File: config.mk
export PLATFORM = sky130hd
export DESIGN_NAME = binary_to_seven_segment_digits
export DESIGN_NICKNAME = d
export VERILOG_FILES = /design/src/hw/rtl/b7s_pkg.sv /design/src/hw/rtl/b7s_front.sv /design/src/hw/rtl/b7s_cmd_fifo.sv /design/src/hw/rtl/b7s_back.sv /design/src/hw/rtl/binary_to_seven_segment_digits.sv
export SDC_FILE = /design/constraint.sdc
export NUM_CORES = 1
export LEC_CHECK = 0
export BUFFER_PORTS_ARGS = -buffer_cell sky130_fd_sc_hd__buf_2
export CAP_MARGIN = 20
export CORE_ASPECT_RATIO = 1.4
export CORE_MARGIN = 1.5
export CORE_UTILIZATION = 45
export CTS_CLUSTER_SIZE = 20
export DETAILED_ROUTE_END_ITERATION = 16
export MAX_ROUTING_LAYER = met4
export PLACE_DENSITY_LB_ADDON = 0.15
export REMOVE_ABC_BUFFERS = 1
export SYNTH_ARGS = -nofsm -noshare
export SYNTH_HDL_FRONTEND = slang
export SYNTH_SLANG_ARGS = --single-unit
File: constraint.sdc
create_clock -name clk -period 18.8 [get_ports clk]
set_input_delay 5.64 -clock clk [delete_from_list [all_inputs] [get_ports clk]]
set_output_delay 5.64 -clock clk [all_outputs]
set_load 0.02 [all_outputs]
File: src/hw/rtl/b7s_pkg.sv
// ----------------------------------------------------------------------------
// b7s_pkg: shared types and constants for the seven-segment digit writer
// Digit patterns, polarity handling, command format and status codes.
// ----------------------------------------------------------------------------
package b7s_pkg;

  // number of attached displays and segment pins
  localparam int NUM_DIGITS = 4;
  localparam int SEG_PINS   = 8;

  // width of a display index inside the block
  localparam int DISP_W = (NUM_DIGITS > 1) ? $clog2(NUM_DIGITS) : 1;

  // command queue between front and back
  localparam int FIFO_DEPTH = 2;
  localparam int FIFO_PTR_W = (FIFO_DEPTH > 1) ? $clog2(FIFO_DEPTH) : 1;
  localparam int FIFO_CNT_W = $clog2(FIFO_DEPTH + 1);

  // pins that exist on the display
  localparam logic [7:0] PIN_MASK = 8'((16'd1 << SEG_PINS) - 16'd1);

  // divide by ten: exact for every 16-bit value
  localparam logic [15:0] DIV10_MUL   = 16'hCCCD;
  localparam int          DIV10_SHIFT = 19;

  // largest digit value
  localparam logic [15:0] MAX_DIGIT = 16'd9;

  // ten to the power of n, used at elaboration only
  function automatic int unsigned pow10(input int n);
    int unsigned r;
    r = 1;
    for (int i = 0; i < n; i++) begin
      r = r * 10;
    end
    return r;
  endfunction

  // numbers at or above this need more digits than there are displays
  localparam int unsigned DEC_LIMIT = pow10(NUM_DIGITS);

  typedef enum logic [1:0] {
    ST_OK        = 2'd0,
    ST_BAD_INDEX = 2'd1,
    ST_BAD_VALUE = 2'd2
  } status_t;

  typedef enum logic [1:0] {
    KIND_SINGLE   = 2'd0,
    KIND_NUMBER   = 2'd1,
    KIND_OVERFLOW = 2'd2
  } kind_t;

  typedef enum logic {
    OP_DIGIT  = 1'b0,
    OP_NUMBER = 1'b1
  } op_t;

  // classified request handed from front to back
  typedef struct packed {
    kind_t              kind;
    logic [DISP_W-1:0]  disp;
    logic [15:0]        value;
    logic               we;
    status_t            status;
  } cmd_t;

  // common-anode pattern of one decimal digit
  function automatic logic [7:0] digit_pattern(input logic [3:0] d);
    logic [7:0] p;
    unique case (d)
      4'd0:    p = 8'hC0;
      4'd1:    p = 8'hF9;
      4'd2:    p = 8'hA4;
      4'd3:    p = 8'hB0;
      4'd4:    p = 8'h99;
      4'd5:    p = 8'h92;
      4'd6:    p = 8'h82;
      4'd7:    p = 8'hF8;
      4'd8:    p = 8'h80;
      4'd9:    p = 8'h90;
      default: p = 8'hC0;
    endcase
    return p;
  endfunction

  // pattern with polarity of the display applied
  function automatic logic [7:0] seg_code(input logic [DISP_W-1:0] disp,
                                          input logic [3:0] digit,
                                          input logic [3:0] mask);
    logic [7:0] p;
    logic [3:0] d4;
    d4 = 4'(disp);
    p  = digit_pattern(digit);
    if (d4 < 4'd4 && mask[d4[1:0]]) begin
      p = ~p;
    end
    return p & PIN_MASK;
  endfunction

endpackage

File: src/hw/rtl/b7s_front.sv
// ----------------------------------------------------------------------------
// b7s_front: request intake and classification
// Checks each request and turns it into a command for the back end.
// ----------------------------------------------------------------------------
module b7s_front (
  input  logic          in_valid,
  output logic          in_ready,
  input  logic          in_op,
  input  logic [3:0]    in_display_index,
  input  logic [15:0]   in_value,
  input  logic          fifo_full,
  output logic          push,
  output b7s_pkg::cmd_t push_cmd
);
  import b7s_pkg::*;

  // take a request whenever the queue has room
  assign in_ready = !fifo_full;
  assign push     = in_valid && !fifo_full;

  // classify the request
  always_comb begin
    push_cmd        = '0;
    push_cmd.kind   = KIND_SINGLE;
    push_cmd.status = ST_OK;
    if (op_t'(in_op) == OP_DIGIT) begin
      if (in_display_index > 4'(NUM_DIGITS - 1)) begin
        push_cmd.status = ST_BAD_INDEX;
      end else if (in_value > MAX_DIGIT) begin
        push_cmd.status = ST_BAD_VALUE;
      end else begin
        push_cmd.disp  = in_display_index[DISP_W-1:0];
        push_cmd.value = in_value;
        push_cmd.we    = 1'b1;
      end
    end else begin
      if (in_value == 16'd0) begin
        // zero number: status only, no display touched
        push_cmd.kind = KIND_SINGLE;
      end else if (32'(in_value) >= DEC_LIMIT) begin
        push_cmd.kind = KIND_OVERFLOW;
      end else begin
        push_cmd.kind  = KIND_NUMBER;
        push_cmd.value = in_value;
      end
    end
  end

endmodule

File: src/hw/rtl/b7s_cmd_fifo.sv
// ----------------------------------------------------------------------------
// b7s_cmd_fifo: short command queue
// Decouples request intake from result generation.
// ----------------------------------------------------------------------------
module b7s_cmd_fifo (
  input  logic          clk,
  input  logic          rst_n,
  input  logic          push,
  input  b7s_pkg::cmd_t push_cmd,
  output logic          full,
  input  logic          pop,
  output b7s_pkg::cmd_t pop_cmd,
  output logic          empty
);
  import b7s_pkg::*;

  cmd_t                  mem_r [FIFO_DEPTH];
  logic [FIFO_PTR_W-1:0] wr_ptr_r, wr_ptr_nxt;
  logic [FIFO_PTR_W-1:0] rd_ptr_r, rd_ptr_nxt;
  logic [FIFO_CNT_W-1:0] count_r, count_nxt;

  assign full    = (count_r == FIFO_CNT_W'(FIFO_DEPTH));
  assign empty   = (count_r == '0);
  assign pop_cmd = mem_r[rd_ptr_r];

  // pointer and count update
  always_comb begin
    wr_ptr_nxt = wr_ptr_r;
    rd_ptr_nxt = rd_ptr_r;
    count_nxt  = count_r;
    if (push) begin
      wr_ptr_nxt = (wr_ptr_r == FIFO_PTR_W'(FIFO_DEPTH - 1)) ? '0 : wr_ptr_r + 1'b1;
    end
    if (pop) begin
      rd_ptr_nxt = (rd_ptr_r == FIFO_PTR_W'(FIFO_DEPTH - 1)) ? '0 : rd_ptr_r + 1'b1;
    end
    if (push && !pop) begin
      count_nxt = count_r + 1'b1;
    end else if (pop && !push) begin
      count_nxt = count_r - 1'b1;
    end
  end

  always_ff @(posedge clk) begin
    if (!rst_n) begin
      wr_ptr_r <= '0;
      rd_ptr_r <= '0;
      count_r  <= '0;
    end else begin
      wr_ptr_r <= wr_ptr_nxt;
      rd_ptr_r <= rd_ptr_nxt;
      count_r  <= count_nxt;
    end
  end

  // storage
  always_ff @(posedge clk) begin
    if (push) begin
      mem_r[wr_ptr_r] <= push_cmd;
    end
  end

endmodule

File: src/hw/rtl/b7s_back.sv
// ----------------------------------------------------------------------------
// b7s_back: digit extraction and segment result generation
// Runs one command at a time, one result per cycle while the output is taken, into an output register.
// ----------------------------------------------------------------------------
module b7s_back (
  input  logic          clk,
  input  logic          rst_n,
  input  logic [3:0]    cathode_mask,
  input  logic          fifo_empty,
  input  b7s_pkg::cmd_t fifo_cmd,
  output logic          pop,
  output logic          out_valid,
  input  logic          out_ready,
  output logic [1:0]    out_target_display,
  output logic [7:0]    out_segments,
  output logic          out_write_enable,
  output logic [1:0]    out_status,
  output logic          out_last
);
  import b7s_pkg::*;

  // current command
  logic              busy_r, busy_nxt;
  kind_t             kind_r, kind_nxt;
  logic [DISP_W-1:0] disp_r, disp_nxt;
  logic [15:0]       val_r, val_nxt;
  logic              we_r, we_nxt;
  status_t           status_r, status_nxt;

  // output register
  logic              ovalid_r, ovalid_nxt;
  logic [1:0]        otarget_r, otarget_nxt;
  logic [7:0]        oseg_r, oseg_nxt;
  logic              owe_r, owe_nxt;
  logic [1:0]        ostatus_r, ostatus_nxt;
  logic              olast_r, olast_nxt;

  logic [31:0]       prod;
  logic [15:0]       quot;
  logic [3:0]        rem;
  logic              emit;

  // one decimal digit per step
  assign prod = 32'(val_r) * 32'(DIV10_MUL);
  assign quot = 16'(prod >> DIV10_SHIFT);
  assign rem  = 4'(val_r - ((quot << 3) + (quot << 1)));

  assign emit = busy_r && (!ovalid_r || out_ready);
  assign pop  = !busy_r && !fifo_empty;

  always_comb begin
    busy_nxt    = busy_r;
    kind_nxt    = kind_r;
    disp_nxt    = disp_r;
    val_nxt     = val_r;
    we_nxt      = we_r;
    status_nxt  = status_r;
    ovalid_nxt  = ovalid_r && !out_ready;
    otarget_nxt = otarget_r;
    oseg_nxt    = oseg_r;
    owe_nxt     = owe_r;
    ostatus_nxt = ostatus_r;
    olast_nxt   = olast_r;

    // fetch the next command
    if (pop) begin
      busy_nxt   = 1'b1;
      kind_nxt   = fifo_cmd.kind;
      disp_nxt   = fifo_cmd.disp;
      val_nxt    = fifo_cmd.value;
      we_nxt     = fifo_cmd.we;
      status_nxt = fifo_cmd.status;
    end

    // produce one result
    if (emit) begin
      ovalid_nxt  = 1'b1;
      otarget_nxt = 2'(disp_r);
      owe_nxt     = 1'b1;
      unique case (kind_r)
        KIND_SINGLE: begin
          oseg_nxt    = we_r ? seg_code(disp_r, val_r[3:0], cathode_mask) : 8'd0;
          owe_nxt     = we_r;
          ostatus_nxt = status_r;
          olast_nxt   = 1'b1;
          busy_nxt    = 1'b0;
        end
        KIND_NUMBER: begin
          oseg_nxt    = seg_code(disp_r, rem, cathode_mask);
          ostatus_nxt = ST_OK;
          olast_nxt   = (quot == 16'd0);
          busy_nxt    = (quot != 16'd0);
          val_nxt     = quot;
          disp_nxt    = disp_r + DISP_W'(1);
        end
        KIND_OVERFLOW: begin
          oseg_nxt    = seg_code(disp_r, 4'd0, cathode_mask);
          ostatus_nxt = ST_BAD_VALUE;
          olast_nxt   = (disp_r == DISP_W'(NUM_DIGITS - 1));
          busy_nxt    = (disp_r != DISP_W'(NUM_DIGITS - 1));
          disp_nxt    = disp_r + DISP_W'(1);
        end
        default: begin
          oseg_nxt    = 8'd0;
          owe_nxt     = 1'b0;
          ostatus_nxt = ST_OK;
          olast_nxt   = 1'b1;
          busy_nxt    = 1'b0;
        end
      endcase
    end
  end

  // control state
  always_ff @(posedge clk) begin
    if (!rst_n) begin
      busy_r   <= 1'b0;
      ovalid_r <= 1'b0;
    end else begin
      busy_r   <= busy_nxt;
      ovalid_r <= ovalid_nxt;
    end
  end

  // payload
  always_ff @(posedge clk) begin
    kind_r    <= kind_nxt;
    disp_r    <= disp_nxt;
    val_r     <= val_nxt;
    we_r      <= we_nxt;
    status_r  <= status_nxt;
    otarget_r <= otarget_nxt;
    oseg_r    <= oseg_nxt;
    owe_r     <= owe_nxt;
    ostatus_r <= ostatus_nxt;
    olast_r   <= olast_nxt;
  end

  assign out_valid          = ovalid_r;
  assign out_target_display = otarget_r;
  assign out_segments       = oseg_r;
  assign out_write_enable   = owe_r;
  assign out_status         = ostatus_r;
  assign out_last           = olast_r;

endmodule

File: src/hw/rtl/binary_to_seven_segment_digits.sv
// ----------------------------------------------------------------------------
// binary_to_seven_segment_digits: decimal digit writer for seven-segment
// displays. A request either sets one display to one digit or splits a 16-bit
// number into decimal digits, least significant first, one result per display.
// ----------------------------------------------------------------------------
// A single-digit request gives one result; a number request gives one result
// per decimal digit (one for zero, four with error status when the number has
// too many digits). The front end accepts a request into a two-entry command
// queue; the back end fetches a command into its registers and then builds
// one result per cycle while the output is taken, using its single
// divide-by-ten step. The output register holds each result until it is
// taken; the next one is built in the cycle the current one is taken, so
// results of one command can follow without a gap. cathode_mask inverts the
// pattern of each marked display and is written via cfg_we.
module binary_to_seven_segment_digits (
  input  logic        clk,
  input  logic        rst_n,
  input  logic        cfg_we,
  input  logic [3:0]  cfg_wdata,
  input  logic        in_valid,
  output logic        in_ready,
  input  logic        in_op,
  input  logic [3:0]  in_display_index,
  input  logic [15:0] in_value,
  output logic        out_valid,
  input  logic        out_ready,
  output logic [1:0]  out_target_display,
  output logic [7:0]  out_segments,
  output logic        out_write_enable,
  output logic [1:0]  out_status,
  output logic        out_last
);
  import b7s_pkg::*;

  logic [3:0] cathode_mask_r;
  logic       push, pop, fifo_full, fifo_empty;
  cmd_t       push_cmd, pop_cmd;

  // polarity register
  always_ff @(posedge clk) begin
    if (!rst_n) begin
      cathode_mask_r <= 4'd0;
    end else if (cfg_we) begin
      cathode_mask_r <= cfg_wdata;
    end
  end

  b7s_front u_front (
    .in_valid         (in_valid),
    .in_ready         (in_ready),
    .in_op            (in_op),
    .in_display_index (in_display_index),
    .in_value         (in_value),
    .fifo_full        (fifo_full),
    .push             (push),
    .push_cmd         (push_cmd)
  );

  b7s_cmd_fifo u_fifo (
    .clk      (clk),
    .rst_n    (rst_n),
    .push     (push),
    .push_cmd (push_cmd),
    .full     (fifo_full),
    .pop      (pop),
    .pop_cmd  (pop_cmd),
    .empty    (fifo_empty)
  );

  b7s_back u_back (
    .clk                (clk),
    .rst_n              (rst_n),
    .cathode_mask       (cathode_mask_r),
    .fifo_empty         (fifo_empty),
    .fifo_cmd           (pop_cmd),
    .pop                (pop),
    .out_valid          (out_valid),
    .out_ready          (out_ready),
    .out_target_display (out_target_display),
    .out_segments       (out_segments),
    .out_write_enable   (out_write_enable),
    .out_status         (out_status),
    .out_last           (out_last)
  );

  // results that do not drive pins carry no display and no pattern
  a_idle_result_clear: assert property (@(posedge clk) disable iff (!rst_n)
    out_valid && !out_write_enable |-> out_segments == 8'd0 && out_target_display == 2'd0)
    else $error("non-writing result carries display data");

  // a bad display index ends its request at once
  a_bad_index_single: assert property (@(posedge clk) disable iff (!rst_n)
    out_valid && out_status == ST_BAD_INDEX |-> out_last && !out_write_enable)
    else $error("bad index result not a lone status result");

  // an ok result that writes nothing is the only result of a zero number
  a_zero_number_single: assert property (@(posedge clk) disable iff (!rst_n)
    out_valid && out_status == ST_OK && !out_write_enable |-> out_last)
    else $error("status-only ok result not final");

  // queue never pops while empty nor pushes while full
  a_queue_bounds: assert property (@(posedge clk) disable iff (!rst_n)
    !(pop && fifo_empty) && !(push && fifo_full))
    else $error("command queue overrun or underrun");

endmodule
==> results of run 1 <==
routing by layer:
metal / part of all wire / GRT usage / wire length (um) / vias up
li1: - / - / - / 3309
met1: 0.40 / 0.230 / 8360 / 3143
met2: 0.53 / 0.383 / 11100 / 97
met3: 0.019 / 0.0195 / 398 / 43
met4: 0.052 / 0.108 / 1090 / 0
met5: 0 / - / 0 / -
layout make-up:
cell class,instances,area (sq um),area share
inverters,177,664,0.0639
clock inverters,2,35.0,0.00337
clock buffers,14,297,0.0285
multi-input cells,652,6130,0.590
well taps,256,320,0.0308
flip-flops and latches,101,2670,0.257
repair buffers,50,270,0.0260
stage by stage:
stage / worst slack, ns / util / cells / cell area (sq um)
after floorplan: 10.52 / - / 930 / 9470
after detailed placement: 10.57 / 0.487 / 1235 / 10000
after global placement: 10.60 / 0.487 / 1235 / 10000
final: 10.93 / 0.504 / 1252 / 10400
after global routing: 10.61 / 0.504 / 1252 / 10400
after CTS: 10.94 / 0.503 / 1251 / 10400
cells by family (layout without fill, tap and decap cells):
family	count (synthesis)	in the layout	synth area share
adder cells (fa/ha/maj)	231	231	0.365
other	1	4	0.000393
buffers and inverters	200	243	0.0794
XOR/XNOR	22	22	0.0210
AO/OA/AOI/OAI	164	164	0.113
flip-flops	101	101	0.280
multiplexers	35	35	0.0377
AND/OR/NAND/NOR	196	196	0.103
Yosys cell counts (all sizes together), types with 3 or more instances:
| library cell | count | area share |
|---|---|---|
| nand2 | 44 | 0.017 |
| inv | 177 | 0.070 |
| mux2i | 27 | 0.028 |
| xnor2 | 12 | 0.012 |
| dfxtp | 36 | 0.075 |
| nand4 | 7 | 0.0046 |
| nor4 | 5 | 0.0033 |
| nor2 | 50 | 0.020 |
| a31oi | 6 | 0.0039 |
| fa | 80 | 0.17 |
| o211ai | 14 | 0.012 |
| o21ai | 40 | 0.021 |
| o21bai | 3 | 0.0024 |
| nor2b | 22 | 0.014 |
| a21o | 10 | 0.0079 |
| a211oi | 8 | 0.0068 |
| and3 | 6 | 0.0039 |
| a21oi | 43 | 0.023 |
| nand3 | 17 | 0.0089 |
| edfxtp | 65 | 0.20 |
| and2 | 14 | 0.0092 |
| clkbuf | 21 | 0.0083 |
| or3 | 5 | 0.0033 |
| a311o | 5 | 0.0052 |
| o21a | 8 | 0.0063 |
| mux2 | 8 | 0.0094 |
| xor2 | 10 | 0.0092 |
| or2 | 5 | 0.0033 |
| ha | 151 | 0.20 |
| a211o | 4 | 0.0037 |
| nand2b | 6 | 0.0039 |
| nor3 | 10 | 0.0064 |
flip-flops by register name, indices dropped and copies added (netlist names), 4 cells and up, named ones only:
register / flops
u_fifo.mem_r: 46
u_back.val_r: 16
u_back.out_segments: 8
cathode_mask_r: 4
cells in the final DEF, fill, tap and decap left out, drive strengths merged, types with 7 or more instances in the layout:
master,instances
clkbuf,14
a211oi,8
a21o,10
xnor2,12
nor3,10
buf,50
nor2b,22
and2,14
a21oi,43
o211ai,14
o21a,8
nand2,44
o21ai,40
dfxtp,36
fa,80
mux2,8
nand3,17
xor2,10
nor2,50
edfxtp,65
mux2i,27
inv,177
ha,151
nand4,7
path summary, 6_finish.rpt:
check | start | cells past startpoint | end | slack [ns]
max | out_ready | 13 | flip-flop | 10.93
min | cathode_mask_r[2]$_SDFFE_PN0P_ | 2 | cathode_mask_r[2]$_SDFFE_PN0P_ | 0.52
max reg2reg | u_back.val_r[0]$_DFF_P_ | 29 | u_back.out_segments[3]$_DFFE_PP_ | 11.19
min reg2reg | cathode_mask_r[2]$_SDFFE_PN0P_ | 2 | cathode_mask_r[2]$_SDFFE_PN0P_ | 0.52
critical path: cells and delay by family:
kind                     cells  cell delay, ns
AO/OA/AOI/OAI                3            0.47
buffers and inverters        4            0.63
adder cells (fa/ha/maj)      1            0.24
AND/OR/NAND/NOR              5            1.11
==> run summary, run 1 <==
Status: finished clean
Share of layout cells above drive strength 1: 0.0853
Critical Setup Path Class: in2reg
Synthesized area per cell: 10.1 sq um
Crit end category: flip-flop
Largest net degree at the start of global routing: 39
Final Hold Fails: 0
Final hold slack: 0.521 ns
RSZ-0062 raised after global routing: no
HP Class: reg2reg
CTS tree: yes
Drt pass-1 iters: 6
Clock Skews: 0.00768 ns
Worst path cell trace: buf_2 > nor2b_1 > nor2b_1 > buf_4 > inv_1 > nor2_1 > a211oi_1 > a21oi_1 > inv_1 > ha_1 > nand2_1 > nor3b_1 > a21oi_1
Register area share after synthesis: 0.280
EDFF count, synth: 65
# fillers: 1974
#FFs+latches synth: 101
Asr flop ratio synth: 0
YS warnings: 0
IO Pins: 46
Grt total ovfl: 0
Cts-stage hold buffer count: 0
CP max stage cell: nor2_1
Antenna violations before repair: 0
Clock Sinks: 101
Total GRT Usage: 0.211
Core Area: 20600 sq um
Required @ worst endpoint: 19.00 ns
Slew Limit Fails: 0
Mapped cell area: 9550 sq um
Post-CTS Resized: 0
Clock Path Buffers: 2
Least-Margin Pin Slew: 0.939 ns
First-pass GRT wire length: 35200 um
Drt drc: 0
Die ar.: 22100 sq um
Routability cong.: 0.886
Max_slew headroom: 0.372
DRT Wirelength: 20900 um
Critical path's largest stage delay: 0.72 ns
Total CTS buffers: 9
Root buffer cell: clkbuf_16
Starting Density: 0.463
Yosys cell types: 65
Finish-stage setup viols: 0
Vias in the first global route: 6931
Nets: 1252
WP data arrival: 8.08 ns
Number of I/O port buffers: 45
Worst-Skew Late Latency: 0.34 ns
Area grow syn2layout: 8.82%
Detailed-placement wirelength estimate: 17600 um
Routed via count: 6592
# Max-Cap Violations: 0
N_diodes: 0
Crit Path Max Fanout: 19
Synth Instances: 950
FP Rows: 62
Crit share post-route: 0.419
Fmax achieved: 127 MHz
Vias per cell: 5.27
WL/cell: 16.7 um
Startpoint Class: primary input
Fin crit period: 7.87 ns
Post-route ant nets: 0
Setup tns final: 0 ns
Clock slew at reported path FFs: 0.07 ns
DRT iter0 DRCs: 274
# Post-CTS Setup Buffers: 0
Post-synth top flop: edfxtp_1
H-tree levels: 3
Chip Height: 175 um
Die width: 126 um
Power of run 1 is not shown: default switching activity piles up to over one toggle a cycle in this logic, so the estimate is an artifact.
==> run 2, diff against run 1 <==
Settings changed: ABC_AREA set to 1.
Clock period 18.8 ns to 7.9 ns, I/O delays scaled along.
==> run summary, run 2 <==
Synthesized area per cell: 8.00 sq um
RSZ-0062 raised after global routing: no
CTS tree: yes
Starting Density: 0.456
Clock slew at reported path FFs: 0.08 ns
Vias in the first global route: 8351
Post-route ant nets: 0
Startpoint Class: flip-flop
Final hold slack: 0.461 ns
Critical Setup Path Class: reg2reg
Drt pass-1 iters: 4
# Post-CTS Setup Buffers: 0
Number of flip-flops in the largest register: 46
Synth Instances: 1280
Detailed-placement wirelength estimate: 22600 um
Largest net degree at the start of global routing: 39
Post-CTS Resized: 0
Grt total ovfl: 0
Clock Path Buffers: 2
Synth top cells by count: nand2_1 (303), inv_1 (295), ha_1 (151), nor2_1 (105), fa_1 (80)
YS warnings: 0
Crit share post-route: 0.858
Root buffer cell: clkbuf_16
Top cell type by total area after synthesis: edfxtp_1
HP Class: reg2reg
#FFs+latches synth: 101
WP data arrival: 6.87 ns
Number of I/O port buffers: 45
Required @ worst endpoint: 7.99 ns
Die width: 130 um
Post-synth top flop: edfxtp_1
Total CTS buffers: 9
First-pass GRT wire length: 42900 um
Crit end category: flip-flop
Cts-stage hold buffer count: 0
Most frequent cells in the layout: nand2_1 (303), inv_1 (295), ha_1 (151), nor2_1 (103), fa_1 (80)
Commonest non-fill, non-tap cell in the layout: nand2_1
Register area share after synthesis: 0.261
Share of layout cells above drive strength 1: 0.0801
Final Hold Fails: 0
Clock Skews: 0.00844 ns
N_diodes: 0
Total GRT Usage: 0.249
Largest register by flop count: u_fifo.mem_r
Drt drc: 0
Routability cong.: 0.960
EDFF count, synth: 65
# Max-Cap Violations: 0
Least-Margin Pin Slew: 0.634 ns
Status: finished clean
Antenna violations before repair: 0
Yosys cell types: 49
DRT iter0 DRCs: 382
Setup tns final: 0 ns
Area contributors post-synth: edfxtp_1 (19%), ha_1 (18%), fa_1 (16%)
Fin crit period: 6.78 ns
Top cell type's share of synthesized area: 0.191
Most frequent CP cell: inv_1
FP Rows: 65
Vias per cell: 4.90
Die ar.: 23700 sq um
Clock Sinks: 101
Max_slew headroom: 0.577
H-tree levels: 3
DRT Wirelength: 26600 um
Worst-Skew Late Latency: 0.36 ns
Asr flop ratio synth: 0
Critical path's largest stage delay: 0.65 ns
Finish-stage setup viols: 0
Nets: 1592
Routed via count: 8029
Mapped cell area: 10200 sq um
CP max stage cell: dfxtp_1
IO Pins: 46
Count leader, synth: nand2_1
Area grow syn2layout: 8.56%
Slew Limit Fails: 0
Fmax achieved: 148 MHz
Crit Path Max Fanout: 7
WL/cell: 16.3 um
Chip Height: 181 um
Core Area: 22400 sq um
R2R Setup Slk: 1.12 ns
run 2: cell types whose count changed after synthesis, sizes merged, moves of 9 or more:
cell / previous run / this run
nor2: 50 / 110
inv: 177 / 302
nor2b: 22 / 0
mux2i: 27 / 1
and2: 14 / 2
nand2: 44 / 319
nand3: 17 / 46
clkbuf: 21 / 10
o211ai: 14 / 1
xnor2: 12 / 3
run 2: worst max-delay path, delay by kind of cell, from the launching register on:
| family | cells | cell delay, ns |
|---|---|---|
| adders and majority gates | 9 | 3.86 |
| and+or+nand+nor | 9 | 1.06 |
| buffers and inverters | 8 | 0.55 |
| AOI/OAI and AO/OA | 3 | 0.36 |
| DFF | 1 | 0.65 |
run 2: per-layer routing:
metal	track usage	wire length (um)	vias to the layer above
met4	0.113	1190	0
met3	0.0218	840	54
met1	0.283	10800	3744
met2	0.440	13800	161
met5	-	0	-
li1	-	-	4070
run 2: path summary, 6_finish.rpt:
| path | end | startpoint | depth (start not counted) |
|---|---|---|---|
| max reg2reg | u_back.out_segments[6]$_DFFE_PP_ | u_back.val_r[3]$_DFF_P_ | 29 |
| max | u_back.out_segments[6]$_DFFE_PP_ | u_back.val_r[3]$_DFF_P_ | 29 |
| min | flip-flop | u_fifo.rd_ptr_r$_SDFFE_PN0P_ | 1 |
| min reg2reg | flip-flop | u_fifo.rd_ptr_r$_SDFFE_PN0P_ | 1 |
run 2: per-stage QoR:
stage	area [sq um]	setup WS (ns)	std cells	util
6_report	11100	1.12	1637	0.495
5_1_grt	11100	0.715	1637	0.495
4_1_cts	11100	1.17	1637	0.495
3_5_place_dp	10800	1.20	1621	0.483
3_3_place_gp	10800	1.28	1621	0.483
2_1_floorplan	10200	1.84	1269	-
run 2: kinds of logic after synthesis:
family	Yosys count	share of synthesized area
mux	1	0.000977
fa+ha+maj	231	0.341
compound gates	113	0.0633
flops	101	0.261
simple gates	506	0.208
other cells	1	0.000366
buf+inv	318	0.118
xor+xnor	9	0.00770
run 2: layout make-up:
cell class | count | area [sq um]
clock buffer | 10 | 229
clock inverter | 6 | 55.1
fill | 2288 | 11300
inverter | 304 | 1140
multi-input combinational | 864 | 6370
sequential | 101 | 2670
tap | 301 | 377
timing repair buffer | 51 | 270
Power of run 2 is left out for the same reason.
==> run 3, diff against run 2 <==
Settings changed: CORE_ASPECT_RATIO 1.4 to unset.
==> run summary, run 3 (synthesized netlist as in run 2, its figures left out) <==
Number of I/O port buffers: 45
Startpoint Class: flip-flop
Required @ worst endpoint: 8.00 ns
Die ar.: 23700 sq um
Final cell count without fillers: 1622
Hold_sp: u_fifo.rd_ptr_r$_SDFFE_PN0P_
Worst-Skew Late Latency: 0.36 ns
Drt drc: 0
Clock Path Buffers: 2
Root buffer cell: clkbuf_16
Critical Path Start: u_back.val_r[7]$_DFF_P_
Critical R2R Launch: u_back.val_r[7]$_DFF_P_
Drt pass-1 iters: 5
Final Hold Fails: 0
IO Pins: 46
Share of layout cells above drive strength 1: 0.0815
Critical path's largest stage delay: 0.62 ns
Total CTS buffers: 9
Least-Margin Pin Slew: 0.784 ns
Clock slew at reported path FFs: 0.09 ns
Largest net degree at the start of global routing: 35
Placed insts: 1606
First-pass GRT wire length: 41800 um
Commonest non-fill, non-tap cell in the layout: nand2_1
# Post-CTS Setup Buffers: 0
# Max-Cap Violations: 0
Starting Density: 0.455
Core Area: 22500 sq um
Clock Skews: 0.0143 ns
Chip Height: 154 um
DRT iter0 DRCs: 524
RSZ-0062 raised after global routing: no
Critical Setup Path Class: reg2reg
Antenna violations before repair: 0
FP Rows: 55
Total GRT Usage: 0.236
Most frequent CP cell: inv_1
Max_slew headroom: 0.477
Number of flip-flops in the largest register: 46
Grt total ovfl: 0
Clock Sinks: 101
Cts-stage hold buffer count: 0
Crit share post-route: 0.850
CP max stage cell: dfxtp_1
Post-CTS Resized: 0
Setup tns final: 0 ns
Vias per cell: 4.93
HP Class: reg2reg
H-tree levels: 3
Post-route ant nets: 0
Crit end category: flip-flop
N_diodes: 0
Detailed-placement wirelength estimate: 21400 um
WL/cell: 15.8 um
WP data arrival: 6.81 ns
Fmax achieved: 149 MHz
Crit Path Max Fanout: 6
DRT Wirelength: 25700 um
Largest register by flop count: u_fifo.mem_r
Routability cong.: 0.946
Routed via count: 7991
Finish-stage setup viols: 0
Die width: 154 um
Fin crit period: 6.71 ns
Area grow syn2layout: 8.71%
Nets: 1593
Vias in the first global route: 7802
Most frequent cells in the layout: nand2_1 (303), inv_1 (295), ha_1 (151), nor2_1 (103), fa_1 (80)
Status: finished clean
CTS tree: yes
Slew Limit Fails: 0
-- run 3: through the flow --
| stage | hold WS [ns] | utilization | cell area [sq um] | setup slack, ns |
|---|---|---|---|---|
| 2_1_floorplan | 0.425 | - | 10200 | 1.84 |
| 3_3_place_gp | 0.439 | 0.481 | 10800 | 1.22 |
| 3_5_place_dp | 0.443 | 0.481 | 10800 | 1.24 |
| 4_1_cts | 0.455 | 0.495 | 11100 | 1.19 |
| 5_1_grt | 0.491 | 0.495 | 11100 | 0.671 |
| 6_report | 0.454 | 0.495 | 11100 | 1.19 |
-- run 3: metal layers --
| layer | vias to the layer above | global-route usage | wire [um] |
|---|---|---|---|
| li1 | 4074 | - | - |
| met3 | 35 | 0.0341 | 1080 |
| met4 | 0 | 0.0624 | 571 |
| met2 | 188 | 0.354 | 11300 |
| met1 | 3694 | 0.335 | 12700 |
| met5 | - | - | 0 |
-- run 3: path summary, 6_finish.rpt --
check,endpoint,slack (ns),depth (start not counted)
worst max-delay path,u_back.out_segments[6]$_DFFE_PP_,1.19,29
worst min-delay path,u_fifo.rd_ptr_r$_SDFFE_PN0P_,0.45,1
worst max register to register,u_back.out_segments[6]$_DFFE_PP_,1.19,29
worst min register to register,u_fifo.rd_ptr_r$_SDFFE_PN0P_,0.45,1
-- run 3: critical path, delay by kind of cell (launching register included) --
kind                     cells  cell delay [ns]
AO/OA/AOI/OAI                3             0.32
AND/OR/NAND/NOR              9             1.07
buffers and inverters        8             0.69
flip-flops                   1             0.62
adder cells (fa/ha/maj)      9             3.73
-- run 3: layout make-up --
type | instances | area, sq um
Sequential cell | 101 | 2670
Multi-Input combinational cell | 864 | 6370
Timing Repair Buffer | 52 | 278
Inverter | 304 | 1140
Tap cell | 285 | 357
Clock inverter | 7 | 86.3
Fill cell | 2201 | 11400
Clock buffer | 9 | 225
Power of run 3 is left out for the same reason.
